File: src/rtl/hsvgrb_pkg.sv
// Shared types, constants and helpers for the HSV to GRB pixel packer.
`timescale 1ns / 1ps
`default_nettype none

package hsvgrb_pkg;

   localparam int unsigned ChanWidth  = 8;
   localparam int unsigned ShiftWidth = 3;
   localparam int unsigned WordWidth  = 3 * ChanWidth;
   localparam logic [ShiftWidth-1:0] DimShiftReset = 3'd5;
   localparam logic [ChanWidth-1:0]  ChanMax       = 8'd255;

   // Sixth of the colour wheel that a hue falls in.
   typedef enum logic [2:0] {
      SEXT_RED     = 3'd0,
      SEXT_YELLOW  = 3'd1,
      SEXT_GREEN   = 3'd2,
      SEXT_CYAN    = 3'd3,
      SEXT_BLUE    = 3'd4,
      SEXT_MAGENTA = 3'd5
   } sextant_type;

   typedef struct packed {
      logic [ChanWidth-1:0] hue;
      logic [ChanWidth-1:0] saturation;
      logic [ChanWidth-1:0] brightness;
      logic [ChanWidth-1:0] led_index;
   } req_type;

   typedef struct packed {
      logic [ChanWidth-1:0] red;
      logic [ChanWidth-1:0] green;
      logic [ChanWidth-1:0] blue;
      logic [WordWidth-1:0] pixel_word;
      logic [ChanWidth-1:0] pixel_index;
   } rsp_type;

   // Word after the sextant split.
   typedef struct packed {
      sextant_type          sextant;
      logic [ChanWidth-1:0] rem_x6;
      logic [ChanWidth-1:0] sat;
      logic [ChanWidth-1:0] val;
      logic [ChanWidth-1:0] idx;
   } split_type;

   // Word with the p, q and t terms finished.
   typedef struct packed {
      sextant_type          sextant;
      logic                 grey;
      logic [ChanWidth-1:0] val;
      logic [ChanWidth-1:0] p;
      logic [ChanWidth-1:0] q;
      logic [ChanWidth-1:0] t;
      logic [ChanWidth-1:0] idx;
   } terms_type;

   // First hue of each sextant, the sextant width being 43.
   function automatic logic [ChanWidth-1:0] sextant_base(input sextant_type s);
      logic [ChanWidth-1:0] base;
      unique case (s)
         SEXT_RED:     base = 8'd0;
         SEXT_YELLOW:  base = 8'd43;
         SEXT_GREEN:   base = 8'd86;
         SEXT_CYAN:    base = 8'd129;
         SEXT_BLUE:    base = 8'd172;
         default:      base = 8'd215;
      endcase
      return base;
   endfunction

   // Upper byte of an 8 by 8 product, which is the truncating shift by 8.
   function automatic logic [ChanWidth-1:0] mul_hi(input logic [ChanWidth-1:0] a,
                                                  input logic [ChanWidth-1:0] b);
      logic [2*ChanWidth-1:0] prod;
      prod = (2*ChanWidth)'(a) * (2*ChanWidth)'(b);
      return prod[2*ChanWidth-1:ChanWidth];
   endfunction

endpackage

`default_nettype wire

File: src/rtl/hsv_to_grb_pixel_packer_top.sv
// Top level of the HSV to GRB pixel packer: control register and pipeline.
//
// A pixel word is taken on req_data at every rising edge where start is high
// and busy is low. busy stays low, so a new word may enter in every cycle.
// The pipeline has four register stages: sextant split, first products,
// second products, and colour select with dimming and packing. The result
// appears on rsp_data from the pack stage register, with rsp_valid high
// for a single cycle. One result leaves per cycle at full rate.
// The receiver cannot hold results off, and the block never needs it to.
// rsp_data carries the undimmed red, green and blue, the packed GRB word
// with each channel shifted right by dim_shift, and the LED index.
// dim_shift is written through csr_valid/csr_ready/csr_wdata; csr_ready is
// always high. Change it only while no word is in flight.
// Synchronous reset empties the pipeline and sets dim_shift to 5.
`timescale 1ns / 1ps
`default_nettype none

module hsv_to_grb_pixel_packer_top (
   input  wire                                     clock,
   input  wire                                     reset,
   input  wire                                     start,
   output logic                                    busy,
   input  hsvgrb_pkg::req_type                     req_data,
   output logic                                    rsp_valid,
   output hsvgrb_pkg::rsp_type                     rsp_data,
   input  wire                                     csr_valid,
   output logic                                    csr_ready,
   input  wire  [hsvgrb_pkg::ShiftWidth-1:0]       csr_wdata
);

   logic [hsvgrb_pkg::ShiftWidth-1:0] dim_shift_ff;
   logic [hsvgrb_pkg::ShiftWidth-1:0] dim_shift_in;
   logic                              split_valid;
   hsvgrb_pkg::split_type             split_word;
   logic                              terms_valid;
   hsvgrb_pkg::terms_type             terms_word;
   logic                              accept;

   assign busy      = 1'b0;
   assign csr_ready = 1'b1;
   assign accept    = start && !busy;

   always_comb begin
      dim_shift_in = dim_shift_ff;
      if (csr_valid && csr_ready) begin
         dim_shift_in = csr_wdata;
      end
   end

   always_ff @(posedge clock) begin
      if (reset) begin
         dim_shift_ff <= hsvgrb_pkg::DimShiftReset;
      end else begin
         dim_shift_ff <= dim_shift_in;
      end
   end

   hsvgrb_split u_split (
      .clock     (clock),
      .reset     (reset),
      .in_valid  (accept),
      .in_word   (req_data),
      .out_valid (split_valid),
      .out_word  (split_word)
   );

   hsvgrb_terms u_terms (
      .clock     (clock),
      .reset     (reset),
      .in_valid  (split_valid),
      .in_word   (split_word),
      .out_valid (terms_valid),
      .out_word  (terms_word)
   );

   hsvgrb_pack u_pack (
      .clock     (clock),
      .reset     (reset),
      .in_valid  (terms_valid),
      .in_word   (terms_word),
      .dim_shift (dim_shift_ff),
      .out_valid (rsp_valid),
      .out_word  (rsp_data)
   );

endmodule

`default_nettype wire

File: src/rtl/hsvgrb_split.sv
// First stage: finds the hue sextant and the scaled remainder within it.
`timescale 1ns / 1ps
`default_nettype none

module hsvgrb_split (
   input  wire                         clock,
   input  wire                         reset,
   input  wire                         in_valid,
   input  hsvgrb_pkg::req_type         in_word,
   output logic                        out_valid,
   output hsvgrb_pkg::split_type       out_word
);

   hsvgrb_pkg::sextant_type sextant;
   logic [5:0]              rem;
   logic [8:0]              rem_x6;
   logic [hsvgrb_pkg::ChanWidth-1:0] hue_off;
   logic                    valid_ff;
   hsvgrb_pkg::split_type   word_ff;
   hsvgrb_pkg::split_type   word_in;

   // Dividing by 43 reduces to five threshold compares on an 8-bit hue.
   always_comb begin
      priority if (in_word.hue >= 8'd215) begin
         sextant = hsvgrb_pkg::SEXT_MAGENTA;
      end else if (in_word.hue >= 8'd172) begin
         sextant = hsvgrb_pkg::SEXT_BLUE;
      end else if (in_word.hue >= 8'd129) begin
         sextant = hsvgrb_pkg::SEXT_CYAN;
      end else if (in_word.hue >= 8'd86) begin
         sextant = hsvgrb_pkg::SEXT_GREEN;
      end else if (in_word.hue >= 8'd43) begin
         sextant = hsvgrb_pkg::SEXT_YELLOW;
      end else begin
         sextant = hsvgrb_pkg::SEXT_RED;
      end
   end

   always_comb begin
      hue_off = in_word.hue - hsvgrb_pkg::sextant_base(sextant);
      rem     = hue_off[5:0];
      rem_x6  = ({3'b000, rem} << 2) + ({3'b000, rem} << 1);
      word_in.sextant = sextant;
      word_in.rem_x6  = rem_x6[7:0];
      word_in.sat     = in_word.saturation;
      word_in.val     = in_word.brightness;
      word_in.idx     = in_word.led_index;
   end

   always_ff @(posedge clock) begin
      if (reset) begin
         valid_ff <= 1'b0;
      end else begin
         valid_ff <= in_valid;
      end
   end

   always_ff @(posedge clock) begin
      word_ff <= word_in;
   end

   assign out_valid = valid_ff;
   assign out_word  = word_ff;

endmodule

`default_nettype wire

File: src/rtl/hsvgrb_terms.sv
// Second and third stages: the two levels of products that form p, q and t.
`timescale 1ns / 1ps
`default_nettype none

module hsvgrb_terms (
   input  wire                         clock,
   input  wire                         reset,
   input  wire                         in_valid,
   input  hsvgrb_pkg::split_type       in_word,
   output logic                        out_valid,
   output hsvgrb_pkg::terms_type       out_word
);

   localparam int unsigned W = hsvgrb_pkg::ChanWidth;

   typedef struct packed {
      hsvgrb_pkg::sextant_type sextant;
      logic                    grey;
      logic [W-1:0]            val;
      logic [W-1:0]            p;
      logic [W-1:0]            q_fac;
      logic [W-1:0]            t_fac;
      logic [W-1:0]            idx;
   } fac_type;

   logic                    fac_valid_ff;
   fac_type                 fac_ff;
   fac_type                 fac_in;
   logic                    terms_valid_ff;
   hsvgrb_pkg::terms_type   terms_ff;
   hsvgrb_pkg::terms_type   terms_in;

   // First level: p and the factors that q and t scale the value by.
   always_comb begin
      fac_in.sextant = in_word.sextant;
      fac_in.grey    = (in_word.sat == '0);
      fac_in.val     = in_word.val;
      fac_in.p       = hsvgrb_pkg::mul_hi(in_word.val, hsvgrb_pkg::ChanMax - in_word.sat);
      fac_in.q_fac   = hsvgrb_pkg::ChanMax
                       - hsvgrb_pkg::mul_hi(in_word.sat, in_word.rem_x6);
      fac_in.t_fac   = hsvgrb_pkg::ChanMax
                       - hsvgrb_pkg::mul_hi(in_word.sat,
                                            hsvgrb_pkg::ChanMax - in_word.rem_x6);
      fac_in.idx     = in_word.idx;
   end

   // Second level: scale the value by the factors.
   always_comb begin
      terms_in.sextant = fac_ff.sextant;
      terms_in.grey    = fac_ff.grey;
      terms_in.val     = fac_ff.val;
      terms_in.p       = fac_ff.p;
      terms_in.q       = hsvgrb_pkg::mul_hi(fac_ff.val, fac_ff.q_fac);
      terms_in.t       = hsvgrb_pkg::mul_hi(fac_ff.val, fac_ff.t_fac);
      terms_in.idx     = fac_ff.idx;
   end

   always_ff @(posedge clock) begin
      if (reset) begin
         fac_valid_ff   <= 1'b0;
         terms_valid_ff <= 1'b0;
      end else begin
         fac_valid_ff   <= in_valid;
         terms_valid_ff <= fac_valid_ff;
      end
   end

   always_ff @(posedge clock) begin
      fac_ff   <= fac_in;
      terms_ff <= terms_in;
   end

   assign out_valid = terms_valid_ff;
   assign out_word  = terms_ff;

endmodule

`default_nettype wire

File: src/rtl/hsvgrb_pack.sv
// Last stage: picks red, green and blue, dims them and packs the GRB word.
`timescale 1ns / 1ps
`default_nettype none

module hsvgrb_pack (
   input  wire                                     clock,
   input  wire                                     reset,
   input  wire                                     in_valid,
   input  hsvgrb_pkg::terms_type                   in_word,
   input  wire  [hsvgrb_pkg::ShiftWidth-1:0]       dim_shift,
   output logic                                    out_valid,
   output hsvgrb_pkg::rsp_type                     out_word
);

   localparam int unsigned W = hsvgrb_pkg::ChanWidth;

   logic [W-1:0]          red;
   logic [W-1:0]          green;
   logic [W-1:0]          blue;
   logic                  valid_ff;
   hsvgrb_pkg::rsp_type   word_ff;
   hsvgrb_pkg::rsp_type   word_in;

   always_comb begin
      if (in_word.grey) begin
         red   = in_word.val;
         green = in_word.val;
         blue  = in_word.val;
      end else begin
         unique case (in_word.sextant)
            hsvgrb_pkg::SEXT_RED: begin
               red = in_word.val; green = in_word.t;   blue = in_word.p;
            end
            hsvgrb_pkg::SEXT_YELLOW: begin
               red = in_word.q;   green = in_word.val; blue = in_word.p;
            end
            hsvgrb_pkg::SEXT_GREEN: begin
               red = in_word.p;   green = in_word.val; blue = in_word.t;
            end
            hsvgrb_pkg::SEXT_CYAN: begin
               red = in_word.p;   green = in_word.q;   blue = in_word.val;
            end
            hsvgrb_pkg::SEXT_BLUE: begin
               red = in_word.t;   green = in_word.p;   blue = in_word.val;
            end
            default: begin
               red = in_word.val; green = in_word.p;   blue = in_word.q;
            end
         endcase
      end
   end

   always_comb begin
      word_in.red         = red;
      word_in.green       = green;
      word_in.blue        = blue;
      word_in.pixel_word  = {green >> dim_shift, red >> dim_shift, blue >> dim_shift};
      word_in.pixel_index = in_word.idx;
   end

   always_ff @(posedge clock) begin
      if (reset) begin
         valid_ff <= 1'b0;
      end else begin
         valid_ff <= in_valid;
      end
   end

   always_ff @(posedge clock) begin
      word_ff <= word_in;
   end

   assign out_valid = valid_ff;
   assign out_word  = word_ff;

endmodule

`default_nettype wire
File: config.mk
export PLATFORM = sky130hd
export DESIGN_NAME = hsv_to_grb_pixel_packer_top
export DESIGN_NICKNAME = d
export VERILOG_FILES = /design/src/rtl/hsvgrb_pkg.sv /design/src/rtl/hsv_to_grb_pixel_packer_top.sv /design/src/rtl/hsvgrb_split.sv /design/src/rtl/hsvgrb_terms.sv /design/src/rtl/hsvgrb_pack.sv
export SDC_FILE = /design/constraint.sdc
export NUM_CORES = 1
export LEC_CHECK = 0
export BUFFER_PORTS_ARGS = -buffer_cell sky130_fd_sc_hd__buf_2
export CAP_MARGIN = 0
export CORE_ASPECT_RATIO = 0.75
export CORE_MARGIN = 2
export CORE_UTILIZATION = 55
export CTS_BUF_LIST = sky130_fd_sc_hd__clkbuf_4 sky130_fd_sc_hd__clkbuf_8
export CTS_CLUSTER_SIZE = 24
export DETAILED_ROUTE_END_ITERATION = 8
export HOLD_SLACK_MARGIN = 0.02
export PLACE_DENSITY = 0.73
export SKIP_LAST_GASP = 1
export SLEW_MARGIN = 20
export SYNTH_ARGS = -nofsm -noshare
export SYNTH_HDL_FRONTEND = slang
export SYNTH_SLANG_ARGS = --single-unit
export TNS_END_PERCENT = 10
File: constraint.sdc
create_clock -name clock -period 6.85 [get_ports clock]
set_input_delay 0.685 -clock clock [delete_from_list [all_inputs] [get_ports clock]]
set_output_delay 0.685 -clock clock [all_outputs]
set_load 0.02 [all_outputs]
==> results of run 1 <==
==> worst reg2reg max path, cell delays in order, from the launching register on <==
cell      delay, ns
dfxtp_1        0.79
clkinv_1       0.50
nand2_1        0.20
fa_1           0.42
fa_1           0.49
inv_1          0.05
fa_1           0.48
inv_1          0.05
fa_1           0.48
inv_1          0.04
ha_1           0.31
a21o_1         0.16
a21oi_1        0.14
o21ai_0        0.17
a41oi_1        0.35
o21ai_0        0.17
a211oi_1       0.25
nor2_1         0.05
==> registers in the layout, indices dropped and copies added, names as in the netlist <==
| signal | cells |
|---|---|
| dim_shift_ff | 3 |
| u_pack.out_valid | 1 |
| u_pack.out_word | 56 |
| u_split.out_valid | 1 |
| u_split.out_word | 34 |
| u_terms.fac_ff | 44 |
| u_terms.fac_valid_ff | 1 |
| u_terms.out_valid | 1 |
| u_terms.out_word | 44 |
==> through the flow <==
step | instance area (um^2) | hold WS [ns] | setup WS (ns) | utilization (%)
2_1_floorplan | 15100 | 0.310 | 2.17 | -
3_3_place_gp | 15800 | 0.310 | 1.91 | 58.7
3_5_place_dp | 15800 | 0.312 | 1.75 | 58.7
4_1_cts | 16200 | 0.280 | 1.72 | 60.1
5_1_grt | 16200 | 0.276 | 1.31 | 60.1
6_report | 16200 | 0.305 | 1.64 | 60.1
==> cells in the final DEF, fill, tap and decap left out, types with 37 or more instances in the layout <==
cell      count
nor2b_1      65
inv_1       248
nand2b_1     63
and2_1       95
nand2_1     133
dfxtp_1     185
buf_2        95
ha_1        176
o21ai_0      37
nor2_1       58
mux2i_1      47
fa_1        171
a21oi_1      40
==> synthesized netlist by cell type, drive strengths merged (6+ instances only) <==
| library cell | instances |
|---|---|
| nor2 | 58 |
| or2 | 7 |
| fa | 171 |
| nor3 | 8 |
| ha | 176 |
| mux2 | 9 |
| mux2i | 47 |
| clkbuf | 36 |
| inv | 249 |
| a21o | 15 |
| nand2b | 63 |
| xor2 | 17 |
| o22ai | 12 |
| a21oi | 41 |
| o21ai | 40 |
| o211ai | 8 |
| buf | 19 |
| a211oi | 6 |
| a22oi | 8 |
| and2 | 95 |
| nor2b | 65 |
| dfxtp | 185 |
| nand2 | 134 |
| xnor2 | 26 |
| o21a | 8 |
| nand3 | 10 |
==> how the worst min path moves through the flow <==
stage / end / slack, ns / cells past startpoint
after floorplan: u_pack.out_word[0] / 0.31 / 0
after global placement: u_pack.out_word[7] / 0.31 / 0
after detailed placement: u_pack.out_word[5] / 0.31 / 0
after CTS: u_split.out_word[16] / 0.28 / 1
after global routing: u_split.out_word[22] / 0.28 / 1
final: u_split.out_word[13] / 0.31 / 1
==> routing by layer <==
layer	share of wire [%]	global-route usage (%)	vias to the layer above
met5	0	0	-
met4	1.2	5.34	0
met3	6.7	4.06	32
met2	45	36.4	321
met1	47	33.5	5201
li1	-	-	5136
==> kinds of logic (layout without fill, tap and decap cells) <==
| logic type | Yosys count | after routing | synth area share [%] |
|---|---|---|---|
| other | 2 | 2 | 0.0496 |
| DFF | 185 | 185 | 24.5 |
| buffers and inverters | 305 | 381 | 7.87 |
| adders and majority gates | 347 | 347 | 37.1 |
| xor gates and xnor gates | 43 | 43 | 2.49 |
| AOI/OAI and AO/OA | 172 | 172 | 7.38 |
| and+or+nand+nor | 461 | 461 | 16.0 |
| muxes | 61 | 61 | 4.59 |
==> layout make-up <==
type	instances	area [um^2]	share of cell area (%)
Multi-Input combinational cell	1086	10300	63.1
Tap cell	351	439	2.70
Timing Repair Buffer	99	505	3.11
Inverter	250	938	5.78
Clock buffer	19	249	1.53
Sequential cell	185	3700	22.8
Clock inverter	13	153	0.940
==> flow_summary.json, run 1 <==
{
  "cp_data_arrival_time_ns": 5.57,
  "cts_buffers": 17,
  "synthArstFlopShare_pct": 0,
  "grt_overflow_total": 0,
  "finalWorstPathRequiredPeriod_ns": 5.21,
  "worstPathBufferInverterCount": 4,
  "dominantRegCellSynth": "dfxtp_1",
  "setup_viol_count_final": 0,
  "timing_worst_slew_pin_value_ns": 1.05,
  "place.detailed.instances": 1971,
  "design.core.area_um2": 27000,
  "final_net_count": 2025,
  "grt_antenna_before_repair": 0,
  "detailedRoute.firstIterationViolations": 720,
  "max_cap_violations": 0,
  "fp-row-count": 52,
  "critical_path.endpoint": "u_terms.fac_ff[30]",
  "netlist.top_cell.by_area": "dfxtp_1",
  "timing_worst_setup_path_type": "reg -> reg",
  "postRouteWirelength_mm": 31.8,
  "upper_clock_frequency_limit_mhz": 192,
  "routabilityCongestion": 0.868,
  "crit_family": "adder cells",
  "first_global_vias": 10796,
  "synth_cell_types": 67,
  "grt_setup_unrepaired": "false",
  "drv_slew": 0,
  "floorplan.io_pins": 98,
  "post_synth.cell_area_avg_um2": 9.61,
  "worstSetupPathDepth": 17,
  "max-slew-margin-rel_pct": 30.1,
  "start_point_of_the_critical_path": "u_split.out_word[21]",
  "n_fill_cell": 2285,
  "yosys_register_bits": 185,
  "synth_area_leaders": "dfxtp_1 24%, fa_1 23%, ha_1 15%",
  "reg2reg_slack_ns": 1.64,
  "tritoncts": "done",
  "syn2layout_area_growth_pct": 7.21,
  "synth-seq-area-share_pct": 24.5,
  "finalNonFillerCells": 2003,
  "cts.repair_timing.setup_buffer_count": 0,
  "critical-path-max-stage-delay_ns": 0.79,
  "ant_nets": 0,
  "crit_fanout": 17,
  "totalNegativeSetupSlack_ns": 0,
  "post_dr_wirelength_cell_um": 15.9,
  "hold_viol": 0,
  "post_cts_hold_buffer_count": 0,
  "drt_drc_violations_left": 0,
  "die_width_um": 196,
  "dp_hpwl_mm": 24.7,
  "min_path_type": "in -> reg",
  "diodes": 0,
  "critical_path.reg2reg.endpoint": "u_terms.fac_ff[30]",
  "ff2ff_path_depth": 17,
  "final.period_utilization_pct": 76.1,
  "synthesis.instances": 1576,
  "cts.repair.resized": 0,
  "synth_top_cell_area_share_pct": 24.5,
  "final.setup_skew_ns": 0.0175,
  "h-tree-depth": 4,
  "fraction_of_layout_instances_using_a_drive_strength_above_1_pct": 9.75,
  "startpoint_type_of_the_worst_setup_path": "flip-flop",
  "synth_edf_count": 0,
  "design.die.area_um2": 28900,
  "syn-cell-area_um2": 15100,
  "floorplan.die.height_um": 148,
  "critical_path.most_common_cell": "fa_1",
  "vias": 10690,
  "placement.io_buffers": 95,
  "clkSlewWorstSetupHoldPaths_ns": 0.10,
  "clock_insertion_delay_at_the_later_pin_of_the_skew_report_ns": 0.47,
  "worst_path_max_delay_cell": "dfxtp_1",
  "worst_hold_startpoint": "req_data[13]",
  "starting_density_of_the_core_pct": 56.1,
  "worstPathCellList": "clkinv_1, nand2_1, fa_1, fa_1, inv_1, fa_1, inv_1, fa_1, inv_1, ha_1, a21o_1, a21oi_1, o21ai_0, a41oi_1, o21ai_0, a211oi_1, nor2_1",
  "drt-vias-per-instance": 5.34,
  "root_buffer": "clkbuf_8",
  "critical_path.reg2reg.startpoint": "u_split.out_word[21]",
  "maximum_number_of_pins_on_one_net_before_global_route_repair": 37,
  "postSynthNetCount": 1962,
  "clock_sink_count": 185,
  "result_of_the_run": "completed",
  "cp.required_ns": 7.21,
  "detail_route.first_pass.iterations": 6,
  "grt.total_usage_pct": 23.1,
  "worst_setup_path_end_kind": "flip-flop",
  "synth_warnings": 0,
  "ctsLongestPathBuffers": 2,
  "grt_first_pass_wirelength_mm": 53.3
}
Power of run 1 is not shown: default switching activity piles up to over one toggle a cycle in this logic, so the estimate is an artifact.
==> run 2, diff against run 1 <==
==> constraint.sdc (replaced) <==
create_clock -name clock -period 5.2 [get_ports clock]
set_input_delay 0.52 -clock clock [delete_from_list [all_inputs] [get_ports clock]]
set_output_delay 0.52 -clock clock [all_outputs]
set_load 0.02 [all_outputs]
==> flow_summary.json, run 2 (same netlist as run 1, synthesis figures left out) <==
{
  "result_of_the_run": "completed",
  "maximum_number_of_pins_on_one_net_before_global_route_repair": 36,
  "cp.required_ns": 5.55,
  "final.setup_skew_ns": 0.0137,
  "post_dr_wirelength_cell_um": 15.7,
  "syn2layout_area_growth_pct": 8.02,
  "timing_worst_setup_path_type": "reg -> reg",
  "routabilityCongestion": 0.847,
  "grt_overflow_total": 0,
  "final.period_utilization_pct": 93.7,
  "largest_reg_flops": 56,
  "postLayoutCellArea_um2": 16400,
  "multi_input_area_um2": 10300,
  "postRouteWirelength_mm": 31.7,
  "clock_sink_count": 185,
  "post_cts_hold_buffer_count": 0,
  "max-slew-margin-rel_pct": 26.8,
  "design.die.area_um2": 28900,
  "floorplan.die.height_um": 148,
  "first_global_vias": 10921,
  "finalWorstPathRequiredPeriod_ns": 4.87,
  "hold_viol": 0,
  "drt_drc_violations_left": 0,
  "ctsLongestPathBuffers": 2,
  "clkSlewWorstSetupHoldPaths_ns": 0.10,
  "vias": 10584,
  "clock_insertion_delay_at_the_later_pin_of_the_skew_report_ns": 0.47,
  "grt.total_usage_pct": 23.1,
  "n_fill_cell": 2231,
  "h-tree-depth": 4,
  "design.core.area_um2": 27000,
  "cts_buffers": 17,
  "post-route-worst-setup-slack_ns": 0.330,
  "fraction_of_layout_instances_using_a_drive_strength_above_1_pct": 10.8,
  "dp_hpwl_mm": 25.3,
  "drt-vias-per-instance": 5.24,
  "final_net_count": 2043,
  "root_buffer": "clkbuf_8",
  "totalNegativeSetupSlack_ns": 0,
  "placement.io_buffers": 95,
  "cts.repair_timing.setup_buffer_count": 0,
  "mostFrequentLayoutCells": "248 x inv_1, 184 x dfxtp_1, 176 x ha_1, 171 x fa_1, 133 x nand2_1",
  "cp_data_arrival_time_ns": 5.22,
  "fp-row-count": 52,
  "timing_worst_slew_pin_value_ns": 1.10,
  "ant_nets": 0,
  "cts.repair.resized": 0,
  "diodes": 0,
  "upper_clock_frequency_limit_mhz": 205,
  "grt_setup_unrepaired": "false",
  "min_path_type": "in -> reg",
  "grt_antenna_before_repair": 0,
  "worst_setup_path_end_kind": "flip-flop",
  "startpoint_type_of_the_worst_setup_path": "flip-flop",
  "crit_fanout": 17,
  "regArea_um2": 3700,
  "starting_density_of_the_core_pct": 56.1,
  "post_dp_cell_area_um2": 16000,
  "floorplan.io_pins": 98,
  "dp_slack_ns": 0.331,
  "max_cap_violations": 0,
  "detail_route.first_pass.iterations": 5,
  "drv_slew": 0,
  "die_width_um": 196,
  "tritoncts": "done",
  "setup_viol_count_final": 0,
  "mostFrequentLayoutCell": "inv_1",
  "utilization_pct": 60.6,
  "detailedRoute.firstIterationViolations": 546,
  "grt_first_pass_wirelength_mm": 53.7
}
## run 2: cell types whose count changed in the layout (fill, tap and decap cells not counted)
cell and change:
buf_4 +18, clkinv_8 +1, dfxtp_2 +1, clkinv_2 +1
dfxtp_1 -1, clkbuf_4 -1, clkbuf_8 +1, bufinv_16 -1
inv_8 -1
## run 2: stage by stage
step | hold WS (ns) | std cells
after floorplan | 0.310 | 1576
after global placement | 0.310 | 1989
after detailed placement | 0.312 | 1989
after CTS | 0.119 | 2021
after global routing | 0.109 | 2021
final | 0.147 | 2021
## run 2: layout make-up
type,count,share of cell area [%]
inverters,250,5.74
flip-flops and latches,185,22.6
clock inverters,13,0.811
repair buffers,117,3.92
clock buffers,19,1.56
well taps,351,2.68
multi-input cells,1086,62.7
## run 2: worst paths after layout
check | startpoint | endpoint | slack (ns) | depth (start not counted)
worst max-delay path | u_split.out_word[18] | u_terms.fac_ff[30] | 0.33 | 17
worst max register to register | u_split.out_word[18] | u_terms.fac_ff[30] | 0.33 | 17
worst min-delay path | req_data[1] | u_split.out_word[1] | 0.15 | 1
worst min register to register | u_terms.out_word[6] | u_pack.out_word[6] | 0.33 | 0
## run 2: layer usage
metal | up-vias | wire length (um) | global-route usage, %
li1 | 5165 | - | -
met5 | - | 0 | 0
met3 | 17 | 1880 | 4.81
met4 | 0 | 213 | 3.85
met2 | 248 | 14100 | 36.0
met1 | 5154 | 15500 | 33.8
## run 2: worst max-delay path, stage by stage (launching register included)
cell,delay (ns)
dfxtp_1,0.69
buf_4,0.25
nand2b_1,0.14
fa_1,0.42
fa_1,0.54
inv_1,0.05
fa_1,0.47
inv_1,0.05
fa_1,0.47
inv_1,0.04
ha_1,0.31
a21o_1,0.17
a21oi_1,0.12
o21ai_0,0.17
a41oi_1,0.35
o21ai_0,0.17
a211oi_1,0.27
nor2_1,0.07
Power of run 2 is left out for the same reason.
==> run 3, diff against run 2 <==
--- a/config.mk
+++ b/config.mk
@@ -15,8 +15,9 @@
 export DETAILED_ROUTE_END_ITERATION = 8
 export HOLD_SLACK_MARGIN = 0.02
 export PLACE_DENSITY = 0.73
+export REMOVE_ABC_BUFFERS = 1
 export SKIP_LAST_GASP = 1
-export SLEW_MARGIN = 20
+export SLEW_MARGIN = 30
 export SYNTH_ARGS = -nofsm -noshare
 export SYNTH_HDL_FRONTEND = slang
 export SYNTH_SLANG_ARGS = --single-unit
==> flow_summary.json, run 3 (same netlist as run 1, synthesis figures left out) <==
{
  "result_of_the_run": "completed",
  "startpoint_type_of_the_worst_setup_path": "flip-flop",
  "worstPathBufferInverterCount": 1,
  "critical_path.most_common_cell": "fa_1",
  "fp-row-count": 52,
  "grt_setup_unrepaired": "false",
  "vias": 10679,
  "grt.total_usage_pct": 23.5,
  "tritoncts": "done",
  "postRouteWirelength_mm": 32.0,
  "cp_data_arrival_time_ns": 5.26,
  "clkSlewWorstSetupHoldPaths_ns": 0.12,
  "grt_overflow_total": 0,
  "grt_antenna_before_repair": 0,
  "design.die.area_um2": 28900,
  "mostFrequentLayoutCell": "inv_1",
  "max-slew-margin-rel_pct": 43.3,
  "crit_fanout": 16,
  "syn2layout_area_growth_pct": 8.34,
  "cp.required_ns": 5.60,
  "design.core.area_um2": 27000,
  "upper_clock_frequency_limit_mhz": 206,
  "mostFrequentLayoutCells": "248 x inv_1, 180 x dfxtp_1, 176 x ha_1, 171 x fa_1, 133 x nand2_1",
  "routabilityCongestion": 0.864,
  "die_width_um": 196,
  "max_cap_violations": 0,
  "timing_worst_slew_pin_value_ns": 0.842,
  "detailedRoute.firstIterationViolations": 678,
  "cts_buffers": 17,
  "placement.io_buffers": 95,
  "worst_setup_path_end_kind": "flip-flop",
  "floorplan.io_pins": 98,
  "diodes": 0,
  "dp_hpwl_mm": 25.5,
  "hold_viol": 0,
  "finalWorstPathRequiredPeriod_ns": 4.85,
  "crit_family": "adder cells",
  "drt_drc_violations_left": 0,
  "cts.repair_timing.setup_buffer_count": 0,
  "ctsLongestPathBuffers": 2,
  "drt-vias-per-instance": 5.28,
  "critical-path-max-stage-delay_ns": 0.72,
  "ff2ff_path_depth": 14,
  "starting_density_of_the_core_pct": 56.1,
  "clock_insertion_delay_at_the_later_pin_of_the_skew_report_ns": 0.47,
  "worstSetupPathDepth": 14,
  "final_net_count": 2046,
  "clock_sink_count": 185,
  "post_dr_wirelength_cell_um": 15.8,
  "detail_route.first_pass.iterations": 5,
  "first_global_vias": 11007,
  "worst_path_max_delay_cell": "dfxtp_1",
  "postLayoutCellArea_um2": 16400,
  "post_dp_cell_area_um2": 16000,
  "h-tree-depth": 4,
  "root_buffer": "clkbuf_8",
  "setup_viol_count_final": 0,
  "min_path_type": "in -> reg",
  "worstPathCellList": "nand2_1, fa_1, fa_1, fa_1, inv_1, fa_1, ha_1, nor3_1, o21ai_0, a41oi_2, o21ai_0, or3_1, a31oi_1, xnor2_1",
  "totalNegativeSetupSlack_ns": 0,
  "largest_reg_flops": 56,
  "drv_slew": 0,
  "fraction_of_layout_instances_using_a_drive_strength_above_1_pct": 11.2,
  "floorplan.die.height_um": 148,
  "maximum_number_of_pins_on_one_net_before_global_route_repair": 37,
  "worst_hold_path.num_cells": 1,
  "grt_first_pass_wirelength_mm": 54.4,
  "final.setup_skew_ns": 0.0165,
  "final.period_utilization_pct": 93.3,
  "timing_worst_setup_path_type": "reg -> reg",
  "ant_nets": 0
}
==> run 3: repair_timing <==
| action | 4_1_cts | 5_1_grt |
|---|---|---|
| endpoints found under the setup margin | 0 | 3 |
| resized for setup | 0 | 2 |
| hold buffers | 0 | 0 |
==> run 3: routing by layer <==
metal	vias up	wire (um)	GRT usage, %
met5	-	0	0
met4	0	266	4.58
met3	19	2020	3.99
met2	289	14400	37.5
met1	5197	15300	34.1
li1	5174	-	-
==> run 3: area by class of cell <==
| type | count | area [um^2] |
|---|---|---|
| Inverter | 250 | 938 |
| Timing Repair Buffer | 120 | 663 |
| Sequential cell | 185 | 3710 |
| Clock inverter | 15 | 175 |
| Fill cell | 2236 | 10600 |
| Multi-Input combinational cell | 1086 | 10300 |
| Tap cell | 351 | 439 |
| Clock buffer | 17 | 234 |
==> run 3: stage by stage <==
step	hold WS (ns)	std cells	util, %	setup WS (ns)
6_report	0.136	2024	60.8	0.348
5_1_grt	0.105	2024	60.8	0.00722
4_1_cts	0.109	2024	60.8	0.233
3_5_place_dp	0.312	1992	59.2	0.257
3_3_place_gp	0.310	1992	59.2	0.444
2_1_floorplan	0.310	1521	-	0.644
==> run 3: path summary, 6_finish.rpt <==
path / endpoint / slack [ns] / from
worst max-delay path: u_terms.fac_ff[23] / 0.35 / u_split.out_word[31]
worst min-delay path: u_split.out_word[9] / 0.14 / req_data[9]
worst min register to register: u_pack.out_word[4] / 0.33 / u_terms.out_word[4]
worst max register to register: u_terms.fac_ff[23] / 0.35 / u_split.out_word[31]
Power of run 3 is left out for the same reason.
